$ cat config.mk
export PLATFORM = sky130hd
export DESIGN_NAME = websocket_frame_deframer_core
export DESIGN_NICKNAME = d
export VERILOG_FILES = /design/src/hw/rtl/wsfd_pkg.sv /design/src/hw/rtl/wsfd_parser.sv /design/src/hw/rtl/wsfd_out_buf.sv /design/src/hw/rtl/websocket_frame_deframer_core.sv
export SDC_FILE = /design/constraint.sdc
export NUM_CORES = 1
export LEC_CHECK = 0
export BUFFER_PORTS_ARGS = -buffer_cell sky130_fd_sc_hd__buf_2
export CAP_MARGIN = 20
export CORE_MARGIN = 10
export CORE_UTILIZATION = 65
export CTS_CLUSTER_DIAMETER = 100
export DETAILED_ROUTE_END_ITERATION = 6
export PLACE_DENSITY_LB_ADDON = 0.2
export REMOVE_ABC_BUFFERS = 1
export SLEW_MARGIN = 10
export SYNTH_ARGS = -nofsm -noshare
export SYNTH_HDL_FRONTEND = slang
export SYNTH_SLANG_ARGS = --single-unit
$ cat constraint.sdc
create_clock -name clk -period 19 [get_ports clk]
set_input_delay 4.75 -clock clk [delete_from_list [all_inputs] [get_ports clk]]
set_output_delay 4.75 -clock clk [all_outputs]
set_load 0.1 [all_outputs]
$ cat src/hw/rtl/wsfd_pkg.sv
// wsfd_pkg: shared types and constants of the websocket frame deframer
// no dependencies; used by wsfd_parser, wsfd_out_buf and the top level
package wsfd_pkg;

    typedef enum logic [4:0] {
        PH_HDR0   = 5'b00001,
        PH_HDR1   = 5'b00010,
        PH_EXTLEN = 5'b00100,
        PH_KEY    = 5'b01000,
        PH_BODY   = 5'b10000
    } phase_t;

    localparam logic [6:0] LEN_CODE_16 = 7'd126;
    localparam logic [6:0] LEN_CODE_64 = 7'd127;
    localparam logic [3:0] EXT16_BYTES = 4'd2;
    localparam logic [3:0] EXT64_BYTES = 4'd8;
    localparam logic [3:0] KEY_BYTES   = 4'd4;

    localparam logic KIND_HEADER  = 1'b0;
    localparam logic KIND_PAYLOAD = 1'b1;

    localparam int TDATA_W = 88;

    typedef struct packed {
        logic        kind;
        logic        fin;
        logic [2:0]  rsv;
        logic [3:0]  opcode;
        logic        masked;
        logic [63:0] payload_length;
        logic [7:0]  data;
        logic        last;
    } rec_t;

endpackage

$ cat src/hw/rtl/wsfd_parser.sv
// wsfd_parser: input beat register and one-pass frame header / payload parser
// depends on wsfd_pkg
module wsfd_parser
(
    input  logic              clk,
    input  logic              rst_n,
    input  logic              in_valid,
    output logic              in_ready,
    input  logic [7:0]        in_byte,
    input  logic              space,
    output logic              res_valid,
    output wsfd_pkg::rec_t    res
);

    logic                in_valid_reg;
    logic [7:0]          in_byte_reg;
    logic                step;

    wsfd_pkg::phase_t    phase_reg, phase_next;
    logic [7:0]          first_reg, first_next;
    logic                mask_reg, mask_next;
    logic [3:0]          cnt_reg, cnt_next;
    logic [63:0]         len_reg, len_next;
    logic [31:0]         key_reg, key_next;
    logic [63:0]         rem_reg, rem_next;
    logic [1:0]          kidx_reg, kidx_next;

    logic                emit;
    logic                body;
    logic [6:0]          code;
    logic [1:0]          kpos;
    logic [7:0]          dout;
    logic                last_c;

    assign step     = in_valid_reg && space;
    assign in_ready = !in_valid_reg || space;
    assign code     = in_byte_reg[6:0];
    assign kpos     = 2'd0 - cnt_reg[1:0];

    always_ff @(posedge clk or negedge rst_n)
    begin
        if (!rst_n)
        begin
            in_valid_reg <= 1'b0;
        end
        else if (in_ready)
        begin
            in_valid_reg <= in_valid;
        end
    end

    always_ff @(posedge clk)
    begin
        if (in_ready && in_valid)
        begin
            in_byte_reg <= in_byte;
        end
    end

    always_comb
    begin
        phase_next = phase_reg;
        first_next = first_reg;
        mask_next  = mask_reg;
        cnt_next   = cnt_reg;
        len_next   = len_reg;
        key_next   = key_reg;
        rem_next   = rem_reg;
        kidx_next  = kidx_reg;
        emit       = 1'b0;
        body       = 1'b0;
        dout       = 8'd0;
        last_c     = 1'b0;
        case (phase_reg)
            wsfd_pkg::PH_HDR1:
            begin
                mask_next = in_byte_reg[7];
                key_next  = 32'd0;
                if (code == wsfd_pkg::LEN_CODE_16 || code == wsfd_pkg::LEN_CODE_64)
                begin
                    len_next   = 64'd0;
                    cnt_next   = (code == wsfd_pkg::LEN_CODE_16) ? wsfd_pkg::EXT16_BYTES
                                                                 : wsfd_pkg::EXT64_BYTES;
                    phase_next = wsfd_pkg::PH_EXTLEN;
                end
                else
                begin
                    len_next = {57'd0, code};
                    if (in_byte_reg[7])
                    begin
                        cnt_next   = wsfd_pkg::KEY_BYTES;
                        phase_next = wsfd_pkg::PH_KEY;
                    end
                    else
                    begin
                        emit = 1'b1;
                    end
                end
            end
            wsfd_pkg::PH_EXTLEN:
            begin
                len_next = {len_reg[55:0], in_byte_reg};
                cnt_next = cnt_reg - 4'd1;
                if (cnt_next == 4'd0)
                begin
                    if (mask_reg)
                    begin
                        cnt_next   = wsfd_pkg::KEY_BYTES;
                        phase_next = wsfd_pkg::PH_KEY;
                    end
                    else
                    begin
                        emit = 1'b1;
                    end
                end
            end
            wsfd_pkg::PH_KEY:
            begin
                key_next[8*kpos +: 8] = key_reg[8*kpos +: 8] | in_byte_reg;
                cnt_next = cnt_reg - 4'd1;
                if (cnt_next == 4'd0)
                begin
                    emit = 1'b1;
                end
            end
            wsfd_pkg::PH_BODY:
            begin
                body      = 1'b1;
                dout      = mask_reg ? (in_byte_reg ^ key_reg[8*kidx_reg +: 8]) : in_byte_reg;
                last_c    = (rem_reg == 64'd1);
                rem_next  = rem_reg - 64'd1;
                kidx_next = kidx_reg + 2'd1;
                if (last_c)
                begin
                    phase_next = wsfd_pkg::PH_HDR0;
                end
            end
            default:
            begin
                first_next = in_byte_reg;
                phase_next = wsfd_pkg::PH_HDR1;
            end
        endcase
        if (emit)
        begin
            if (len_next == 64'd0)
            begin
                last_c     = 1'b1;
                phase_next = wsfd_pkg::PH_HDR0;
            end
            else
            begin
                rem_next   = len_next;
                kidx_next  = 2'd0;
                phase_next = wsfd_pkg::PH_BODY;
            end
        end
    end

    assign res_valid          = step && (emit || body);
    assign res.kind           = body ? wsfd_pkg::KIND_PAYLOAD : wsfd_pkg::KIND_HEADER;
    assign res.fin            = first_next[7];
    assign res.rsv            = first_next[6:4];
    assign res.opcode         = first_next[3:0];
    assign res.masked         = mask_next;
    assign res.payload_length = len_next;
    assign res.data           = dout;
    assign res.last           = last_c;

    always_ff @(posedge clk or negedge rst_n)
    begin
        if (!rst_n)
        begin
            phase_reg <= wsfd_pkg::PH_HDR0;
            first_reg <= 8'd0;
            mask_reg  <= 1'b0;
            cnt_reg   <= 4'd0;
            len_reg   <= 64'd0;
            key_reg   <= 32'd0;
            rem_reg   <= 64'd0;
            kidx_reg  <= 2'd0;
        end
        else if (step)
        begin
            phase_reg <= phase_next;
            first_reg <= first_next;
            mask_reg  <= mask_next;
            cnt_reg   <= cnt_next;
            len_reg   <= len_next;
            key_reg   <= key_next;
            rem_reg   <= rem_next;
            kidx_reg  <= kidx_next;
        end
    end

    a_body_has_bytes: assert property (@(posedge clk) disable iff (!rst_n)
        phase_reg == wsfd_pkg::PH_BODY |-> rem_reg != 64'd0)
        else $error("body phase with no payload bytes left");

    a_last_byte_ends_frame: assert property (@(posedge clk) disable iff (!rst_n)
        step && phase_reg == wsfd_pkg::PH_BODY && rem_reg == 64'd1
        |=> phase_reg == wsfd_pkg::PH_HDR0)
        else $error("frame did not end after last payload byte");

    a_hdr0_to_hdr1: assert property (@(posedge clk) disable iff (!rst_n)
        step && phase_reg == wsfd_pkg::PH_HDR0 |=> phase_reg == wsfd_pkg::PH_HDR1)
        else $error("header byte 0 not followed by header byte 1 phase");

    a_no_result_without_space: assert property (@(posedge clk) disable iff (!rst_n)
        res_valid |-> space)
        else $error("result produced with output buffer full");

    a_key_count_range: assert property (@(posedge clk) disable iff (!rst_n)
        phase_reg == wsfd_pkg::PH_KEY |-> (cnt_reg != 4'd0 && cnt_reg <= wsfd_pkg::KEY_BYTES))
        else $error("key byte count out of range");

endmodule

$ cat src/hw/rtl/wsfd_out_buf.sv
// wsfd_out_buf: two-entry result buffer between the parser and the output port
// depends on wsfd_pkg
module wsfd_out_buf
(
    input  logic              clk,
    input  logic              rst_n,
    input  logic              wr_valid,
    input  wsfd_pkg::rec_t    wr_rec,
    output logic              space,
    output logic              rd_valid,
    input  logic              rd_ready,
    output wsfd_pkg::rec_t    rd_rec
);

    wsfd_pkg::rec_t    slot_reg [2];
    logic              wr_ptr_reg;
    logic              rd_ptr_reg;
    logic [1:0]        count_reg, count_next;
    logic              pop;

    assign space    = (count_reg != 2'd2);
    assign rd_valid = (count_reg != 2'd0);
    assign rd_rec   = slot_reg[rd_ptr_reg];
    assign pop      = rd_valid && rd_ready;

    always_comb
    begin
        count_next = count_reg;
        if (wr_valid && !pop)
        begin
            count_next = count_reg + 2'd1;
        end
        else if (!wr_valid && pop)
        begin
            count_next = count_reg - 2'd1;
        end
    end

    always_ff @(posedge clk)
    begin
        if (wr_valid)
        begin
            slot_reg[wr_ptr_reg] <= wr_rec;
        end
    end

    always_ff @(posedge clk or negedge rst_n)
    begin
        if (!rst_n)
        begin
            wr_ptr_reg <= 1'b0;
            rd_ptr_reg <= 1'b0;
            count_reg  <= 2'd0;
        end
        else
        begin
            if (wr_valid)
            begin
                wr_ptr_reg <= !wr_ptr_reg;
            end
            if (pop)
            begin
                rd_ptr_reg <= !rd_ptr_reg;
            end
            count_reg <= count_next;
        end
    end

endmodule

$ cat src/hw/rtl/websocket_frame_deframer_core.sv
// a result beat passes through the input beat register and then a result buffer slot before it is offered
// throughput: one input beat per cycle while the result buffer has space, set by the single-pass parser step
// header byte 0 and unfinished extended-length or key bytes give no result beat
// a two-entry result buffer decouples m_axis_tready from s_axis_tready
// reset (rst_n low, asynchronous) empties both stages and waits for header byte 0
// top level: instantiates wsfd_parser and wsfd_out_buf, uses wsfd_pkg
module websocket_frame_deframer_core
(
    input  logic                          clk,
    input  logic                          rst_n,
    input  logic                          s_axis_tvalid,
    output logic                          s_axis_tready,
    input  logic [7:0]                    s_axis_tdata,   // stream_byte
    output logic                          m_axis_tvalid,
    input  logic                          m_axis_tready,
    // fin, rsv, opcode, masked, payload_length, data, zero fill
    output logic [wsfd_pkg::TDATA_W-1:0]  m_axis_tdata,
    output logic                          m_axis_tuser,   // kind
    output logic                          m_axis_tlast
);

    logic              space;
    logic              res_valid;
    wsfd_pkg::rec_t    res;
    wsfd_pkg::rec_t    out_rec;

    wsfd_parser u_parser
    (
        .clk       (clk),
        .rst_n     (rst_n),
        .in_valid  (s_axis_tvalid),
        .in_ready  (s_axis_tready),
        .in_byte   (s_axis_tdata),
        .space     (space),
        .res_valid (res_valid),
        .res       (res)
    );

    wsfd_out_buf u_out_buf
    (
        .clk      (clk),
        .rst_n    (rst_n),
        .wr_valid (res_valid),
        .wr_rec   (res),
        .space    (space),
        .rd_valid (m_axis_tvalid),
        .rd_ready (m_axis_tready),
        .rd_rec   (out_rec)
    );

    assign m_axis_tdata = {7'd0, out_rec.data, out_rec.payload_length, out_rec.masked,
                           out_rec.opcode, out_rec.rsv, out_rec.fin};
    assign m_axis_tuser = out_rec.kind;
    assign m_axis_tlast = out_rec.last;

endmodule
* Word-level counts from Yosys, hierarchy flattened *
Memories as Yosys holds them, arrays and structs flattened.
Index checks and enable logic that the tools add are counted.

storage, ports and cells
  bits in registers = 193
  memory bits (writable) = 166
  bits of input ports = 12
  output and inout bits = 92
  word-level logic and storage cells = 108
  memories = 1

memories
  memory              depth  width  rd ports  clocked after Yosys merged registers in  write ports  RTL line            source
  u_out_buf.slot_reg  2      83     1         0                                        1            wsfd_out_buf.sv:15  wsfd_pkg::rec_t slot_reg [2];

operators by class
  add/sub/neg operators = 7
  equality and inequality tests = 14
  shifts and indexed selects = 4
  mux-type cells = 43
  bitwise operators = 2
  reductions and logical operators = 24

operators by type and width
  cell                                                                      number
  64-bit two-way mux                                                        3
  64-bit one-hot mux with 2 select lines                                    1
  64-bit by 1-bit equality test with 1-bit output (second input constant)   1
  64-bit zero test                                                          1
  32-bit one-hot mux with 2 select lines                                    1
  32-bit by 6-bit indexed part select with 8-bit output                     2
  64-bit by 1-bit subtractor with 64-bit output (second input constant)     1
  5-bit two-way mux                                                         7
  5-bit negator with 34-bit output                                          1
  8-bit by 34-bit variable shift with 32-bit output (first input constant)  1
  8-bit by 34-bit indexed part select with 32-bit output                    1
  32-bit bitwise mux                                                        1
  8-bit two-way mux                                                         3
  4-bit two-way mux                                                         5
  5-bit one-hot mux with 4 select lines                                     1
  7-bit equality test (second input constant)                               2
  1-bit two-way mux                                                         13
  3-bit by 1-bit inequality test with 1-bit output (second input constant)  4
  4-bit one-hot mux with 3 select lines                                     1
  2-bit two-way mux                                                         5
  8-bit bitwise OR                                                          1
  8-bit bitwise XOR                                                         1
  7-bit two-way mux                                                         1
  1-bit logical AND                                                         6
  21 further kinds                                                          30

* Depth between registers and ports, before layout *
Gate-level depths: netlist of run 1.

  depth after elaboration = 10
  mapped depth = 13
  mapped depth without buffers = 11

* Hierarchy *
Synthesis of run 1 repeated with hierarchy kept, for this count alone.

second synthesis, totals
  cells, all modules = 1502
  area, all modules = 17486.8 µm²

by module, submodules not included
  module                         times used  cells an instance  area an instance (µm²)  sequential area each (µm²)
  wsfd_parser                    1           1220               11008.1                 4770.8
  wsfd_out_buf                   1           274                6422.4                  5084.9
  websocket_frame_deframer_core  1           8                  56.3                    0.0

* Least setup slack after synthesis of run 1 *
OpenSTA, ideal clock, no wires.

  kind = register -> register
  from = register u_parser.cnt_reg[0]
  to = memory u_out_buf.slot_reg[0][0] in the netlist's numbering, enable pin
  library setup time = 0.535 ns
  arrival = 6.421 ns
  data required time = 18.465 ns
  path slack = 12.044 ns
  stages on the path, launching flop included = 11
  path buffers = 2
  period minus slack after synthesis = 6.956 ns
  cells stage by stage = dfrtp_1 > clkbuf_1 > clkbuf_1 > inv_1 > ha_1 > or2_2 > o211a_1 > nor4_1 > nor2_1 > a21oi_1 > nor2b_1

on the way
  longest elaborated chain between the ends = 8
  elaborated cells on any way between the ends = 9
  those cells by class = add/sub (1); mux (5); reduce/logical (3)

ends and longest elaborated chain
  element                                          RTL line                                source
  start, declared                                  wsfd_parser.sv:22                       logic [3:0] cnt_reg, cnt_next;
  start signal, assigned                           wsfd_parser.sv:188                      cnt_reg <= cnt_next;
  4-bit by 1-bit subtractor with 4-bit output (*)  wsfd_parser.sv:103, wsfd_parser.sv:120
  4-bit zero test (*)                              wsfd_parser.sv:104, wsfd_parser.sv:121
  1-bit two-way mux (on tied branches)             wsfd_parser.sv:121, wsfd_parser.sv:104
  1-bit one-hot mux with 3 select lines (*)        wsfd_parser.sv:74                       case (phase_reg)
  1-bit logical OR (*)                             wsfd_parser.sv:160                      assign res_valid = step && (emit || body);
  1-bit logical AND (*)                            wsfd_parser.sv:160
  named net res_valid                              websocket_frame_deframer_core.sv:23     logic res_valid;
  1-bit two-way mux (*)                            wsfd_out_buf.sv:41                      if (wr_valid)
  1-bit two-way mux (not written as such) (*)      wsfd_out_buf.sv:43                      slot_reg[wr_ptr_reg] <= wr_rec;
  end, declared                                    wsfd_out_buf.sv:15

Mark *: on every way through the listed nets, which the timed path passes. The rest lies on a longest branch.

* Worst setup path in the final report of run 1 *
  from = register u_out_buf.rd_ptr_reg
  to = output m_axis_tdata[13] in the netlist's numbering

on the way
  longest elaborated chain between the ends = 1

ends and longest elaborated chain
  element                 RTL line                             source
  start, declared         wsfd_out_buf.sv:17                   logic rd_ptr_reg;
  start signal, assigned  wsfd_out_buf.sv:63                   rd_ptr_reg <= !rd_ptr_reg;
  memory read 2 x 83 bit  n/a
  end, declared           websocket_frame_deframer_core.sv:17  output logic [wsfd_pkg::TDATA_W-1:0] m_axis_tdata,

Every way passes these cells.

==> results of run 1 <==
## per-layer routing
layer  GRT usage  wire [um]
met2      0.3791      18770
met5           0          0
met4     0.06726        943
met3     0.05502       3748
met1      0.3375      16680
## metrics by stage
step | area [um^2] | worst slack, ps
6_report | 18590 | 11590
5_1_grt | 18590 | 11480
4_1_cts | 18570 | 11540
3_5_place_dp | 17400 | 12120
3_3_place_gp | 17400 | 12190
2_1_floorplan | 16370 | 11470
## synthesized netlist by cell type (5+ instances only)
library cell	n
a211oi_1	6
a21oi_1	17
a22o_1	38
a22oi_1	40
a31oi_1	5
and2_1	5
and3_1	5
buf_1	12
buf_4	7
clkbuf_1	56
dfrtp_1	184
edfxtp_1	174
ha_1	8
inv_1	48
mux2_2	133
mux4_2	16
nand2_1	141
nand2b_1	5
nand3_1	17
nand3b_1	6
nand4_1	10
nor2_1	90
nor2b_1	5
nor3_1	49
nor3_2	5
nor4_1	30
o21ai_0	94
o21ai_1	7
o22a_1	5
o31a_1	7
or2_2	14
or3_1	15
or4_1	7
or4_4	5
xnor2_1	20
xor2_1	21
## power groups by stage
| stage | clock, uW | sequential, uW | combinational [uW] |
|---|---|---|---|
| final | 693 | 1100 | 1360 |
| after global routing | 735 | 1110 | 1440 |
| after CTS | 702 | 1090 | 1360 |
| after detailed placement | 0 | 1110 | 1350 |
| after global placement | 0 | 1100 | 1320 |
| after floorplan | 0 | 1080 | 1090 |
## worst paths after layout
kind                                      startpoint                   end  slack [ps]  cells after the start
max in group asynchronous                      rst_n  u_parser.len_reg[21]       13520                      2
min in group asynchronous                      rst_n   u_parser.key_reg[5]        4160                      1
worst min register to register  u_parser.rem_reg[52]  u_parser.rem_reg[52]         500                      1
worst max register to register   u_parser.cnt_reg[0]  u_parser.rem_reg[52]       14110                     10
worst min-delay path            u_parser.rem_reg[52]  u_parser.rem_reg[52]         500                      1
worst max-delay path            u_out_buf.rd_ptr_reg      m_axis_tdata[13]       11590                      3
## cells by family after synthesis
kind of cell    count (synthesis)  share of synthesized area
fa+ha+maj                       8                   0.006003
compound gates                261                     0.1068
xor+xnor                       41                    0.02153
buf+inv                       126                    0.03054
mux                           155                     0.1154
flops                         359                     0.5910
simple gates                  427                     0.1285
other cells                     1                  0.0002249
## cell type report
type,count,area [um^2]
clock inverter,17,122.6
tap,330,412.9
fill,1684,6595
sequential,359,9859
multi-input combinational,899,6375
timing repair buffer,109,596.8
inverter,48,180.2
clock buffer,48,1040
## critical path: stages (launching register included)
cell and delay [ps]:
dfrtp_4 750, buf_4 600, mux2_2 420, buf_2 290
==> run summary, run 1 <==
Antenna Nets Post-Route -> 0
RSZ-0062 raised after global routing -> false
max-slew violation count -> 0
crit-path max FO -> 48
commonest non-fill, non-tap cell in the layout -> dfrtp_1
ys flop type -> dfrtp_1
DRT Pass-1 Iters -> 5
hold crit path type -> register to register
# setup viols final -> 0
clk_lat worst skew -> 520 ps
Worst Tran Pin Value -> 1149 ps
All-Layer GR Usage -> 0.2432
post-CTS setup buffer count -> 0
largest net degree at the start of global routing -> 82
Ports -> 104
internal power -> 1710 uW
Reg power frac -> 0.348
Max IR drop VDD -> 0.0001563 V
Final nets -> 1474
sw frac -> 0.4575
height of the die -> 180.2 um
Via Count -> 11.72k
Tmin final -> 7413 ps
Synth area leader -> edfxtp_1
Worst EP required -> 14250 ps
core area -> 25180 um^2
DP HPWL -> 26.77 mm
CTS tree -> built
Hold WS -> 496.6 ps
initial detailed-routing violation count -> 1331
yosys warns -> 0
antenna violations before repair -> 0
synthesized instance count -> 1378
arrival time worst endpoint -> 2660 ps
Final Util -> 0.7381
Ant. Diodes -> 0
P per Cell Area -> 169.6 nW/um^2
Seq/Total Area, Yosys -> 0.5910
clock skew -> 17.83 ps
grt ovf -> 0
maxcap violations -> 0
Tcrit/Tclk final -> 0.3902
ys async rst share -> 0.5153
WL per Instance -> 22.18 um
top cells by area, synth -> edfxtp_1 31%, dfrtp_1 28%, mux2_2 9.0%
Slew HR -> 0.2267
power share of the combinational group -> 0.432
Setup CP Type -> register to output port
setup TNS -> 0 ps
Num CTS Buffers -> 37
Power Total -> 3152 uW
layout cells sized above 1 -> 0.2432
Hold Vio Cnt, Final -> 0
Seq cells post-synth -> 359
CTS max path bufs -> 3
Largest register FFs -> 166
Max Freq -> 134.9 MHz
Post-synth EDFFs -> 174
Clock power frac -> 0.220
status -> finished, final reports clean
Net Switching -> 1442 uW
post-synthesis cell area -> 16680 um^2
Starting Density -> 0.6622
Leak Pwr -> 0.007473 uW
CTS sink count -> 359
Die Span X -> 180.2 um
number of global-route vias before repair -> 11.54k
RD Place Congestion -> 0.9336
Area Overhead vs Synth -> 11.46%
final cell count without fillers -> 1810
Clock Tree Root -> clkbuf_16
DRC -> 0
mean area per synthesized cell -> 12.10 um^2
Placed Cells -> 1744
synth unique cells -> 76
Gates resized, CTS repair -> 0
CP endpoint kind -> output port
vias per inst -> 6.474
CP startpoint kind -> register
first-pass GRT wire length -> 64.86 mm
# port buffers -> 96
die footprint -> 32460 um^2
Reg clk slew, reported paths -> 60 ps
most frequent cells in the layout -> 183 x dfrtp_1, 174 x edfxtp_1, 140 x nand2_1
H-tree depth -> 2
drt total wl -> 40.14 mm
# rows -> 58
share of the synthesized area in the top cell type -> 0.3133
hold-fix buffers at CTS -> 0
No activity file was read; power rests on OpenSTA's default activity.
==> run 2: changes to the inputs <==
--- a/config.mk
+++ b/config.mk
@@ -8,7 +8,7 @@
 export BUFFER_PORTS_ARGS = -buffer_cell sky130_fd_sc_hd__buf_2
 export CAP_MARGIN = 20
 export CORE_MARGIN = 10
-export CORE_UTILIZATION = 65
+export CORE_UTILIZATION = 55
 export CTS_CLUSTER_DIAMETER = 100
 export DETAILED_ROUTE_END_ITERATION = 6
 export PLACE_DENSITY_LB_ADDON = 0.2
==> constraint.sdc (replaced) <==
create_clock -name clk -period 6.7 [get_ports clk]
set_input_delay 1.675 -clock clk [delete_from_list [all_inputs] [get_ports clk]]
set_output_delay 1.675 -clock clk [all_outputs]
set_load 0.1 [all_outputs]
==> run summary, run 2 (same netlist as run 1, synthesis figures left out) <==
Reg2Reg Depth -> 9 (-1)
CP endpoint kind -> register
Starting Density -> 0.5597 (-0.1026)
Hold Vio Cnt, Final -> 0 (unchanged)
drt total wl -> 41.93 mm (+4.5%)
hold crit path type -> register to register
final cell count without fillers -> 1874 (+3.5%)
vias per inst -> 6.178 (-4.6%)
largest net degree at the start of global routing -> 70 (-15%)
Largest register FFs -> 166 (unchanged)
antenna violations before repair -> 0 (unchanged)
slowest cell on the critical path -> dfrtp_1
Die Span X -> 194.1 um (+7.7%)
Reg clk slew, reported paths -> 60 ps (about the same)
WL per Instance -> 22.37 um (+0.89%)
Tcrit/Tclk final -> 0.7043
DRC -> 0 (unchanged)
clk_lat worst skew -> 530 ps (about the same)
setup slack after layout -> 1981 ps (-9606 ps)
Max IR drop VDD -> 0.0005104 V (+230%)
Setup WS pre-CTS -> 1952 ps (-10170 ps)
initial detailed-routing violation count -> 1202 (-9.7%)
CTS max path bufs -> 3 (unchanged)
Num CTS Buffers -> 38 (+2.7%)
DRT Pass-1 Iters -> 5 (unchanged)
# setup viols final -> 0 (unchanged)
commonest non-fill, non-tap cell in the layout -> dfrtp_1
Gates resized, CTS repair -> 0 (unchanged)
first-pass GRT wire length -> 66.15 mm (+2.0%)
number of global-route vias before repair -> 11.69k (+1.3%)
clock skew -> 25.53 ps (+7.699 ps)
CTS sink count -> 359 (unchanged)
post-CTS setup buffer count -> 0 (unchanged)
global-route track usage on met2 -> 0.3468 (-0.03234)
hold-fix buffers at CTS -> 0 (unchanged)
height of the die -> 194.1 um (+7.7%)
Clock Tree Root -> clkbuf_16
# port buffers -> 96 (unchanged)
status -> finished, final reports clean
Worst EP required -> 6870 ps (-7380 ps)
most used routing layer -> met2
Hold Crit Depth -> 1 (unchanged)
maxcap violations -> 0 (unchanged)
Final Util -> 0.6274 (-0.1107)
Tmin final -> 4719 ps
GRT met1 Usage -> 0.2920 (-0.04549)
H-tree depth -> 2 (unchanged)
Leak Pwr -> 0.007494 uW (+0.28%)
most frequent cells in the layout -> 183 x dfrtp_1, 174 x edfxtp_1, 140 x nand2_1
Area Overhead vs Synth -> 12.11%
All-Layer GR Usage -> 0.2165 (-0.02670)
P per Cell Area -> 481.4 nW/um^2 (+180%)
Antenna Nets Post-Route -> 0 (unchanged)
Power Total -> 9000 uW (+190%)
Max Freq -> 211.9 MHz
CTS tree -> built
Ant. Diodes -> 0 (unchanged)
arrival time worst endpoint -> 4890 ps (+2230 ps)
layout cells sized above 1 -> 0.2412 (-0.002003)
max-slew violation count -> 0 (unchanged)
M3 GR Usage -> 0.03665 (-0.01837)
CP startpoint kind -> register
# rows -> 63 (+8.6%)
Placed Cells -> 1804 (+3.4%)
CP cell instances -> inv_1, ha_1, or2_2, o211a_1, nor4_1, nor2_1, a21oi_1, and2_4, buf_4
Final nets -> 1475 (+0.068%)
core area -> 29800 um^2 (+18%)
Slew HR -> 0.3874 (+0.1606)
crit-path max FO -> 54 (+13%)
grt ovf -> 0 (unchanged)
DP HPWL -> 27.61 mm (+3.2%)
Worst Tran Pin Value -> 919.0 ps (-230.3 ps)
slowest cell delay on critical path -> 860 ps (+110 ps)
Via Count -> 11.58k (-1.2%)
die footprint -> 37680 um^2 (+16%)
RSZ-0062 raised after global routing -> false
RD Place Congestion -> 0.8933 (-4.3%)
Setup CP Type -> register to register
Ports -> 104 (unchanged)
-- run 2: cell type report --
class                      count  area, um^2
inverter                      48       180.2
sequential                   359        9859
clock buffer                  53        1069
fill                        2356       11100
clock inverter                16       107.6
multi-input combinational    899        6375
tap                          390       488.0
timing repair buffer         109       616.8
-- run 2: where the power goes --
| part | switching (uW) | internal (uW) |
|---|---|---|
| sequential | 367 | 2750 |
| clock | 856 | 1160 |
| combinational | 2900 | 974 |
-- run 2: worst max-delay path: cells and delay by family (launching register included) --
kind	cells	cell delay, ps
and+or+nand+nor	4	1600
DFF	1	860
buffers and inverters	2	770
AOI/OAI and AO/OA	2	660
adders and majority gates	1	440
-- run 2: per-stage QoR --
step,setup TNS [ps],hold WS (ps),area [um^2]
6_report,0,496.5,18700
5_1_grt,0,530.9,18700
3_3_place_gp,0,466.6,17490
3_5_place_dp,0,481.1,17490
2_1_floorplan,-16360,446.6,16370
4_1_cts,0,488.8,18670
-- run 2: worst paths after layout --
path	startpoint	to	slack, ps
worst max-delay path	u_parser.cnt_reg[0]	u_out_buf.slot_reg[1][43]	1980
worst min-delay path	u_parser.rem_reg[52]	u_parser.rem_reg[52]	500
worst max register to register	u_parser.cnt_reg[0]	u_out_buf.slot_reg[1][43]	1980
worst min register to register	u_parser.rem_reg[52]	u_parser.rem_reg[52]	500
max in group asynchronous	rst_n	u_parser.rem_reg[13]	4270
min in group asynchronous	rst_n	u_out_buf.count_reg[1]	1170
-- run 2: per-layer routing --
layer  vias to the layer above  part of all wire
met4                         0             0.030
li1                       5257                 -
met3                        82             0.066
met5                         -                 0
met2                       431              0.48
met1                      5807              0.43
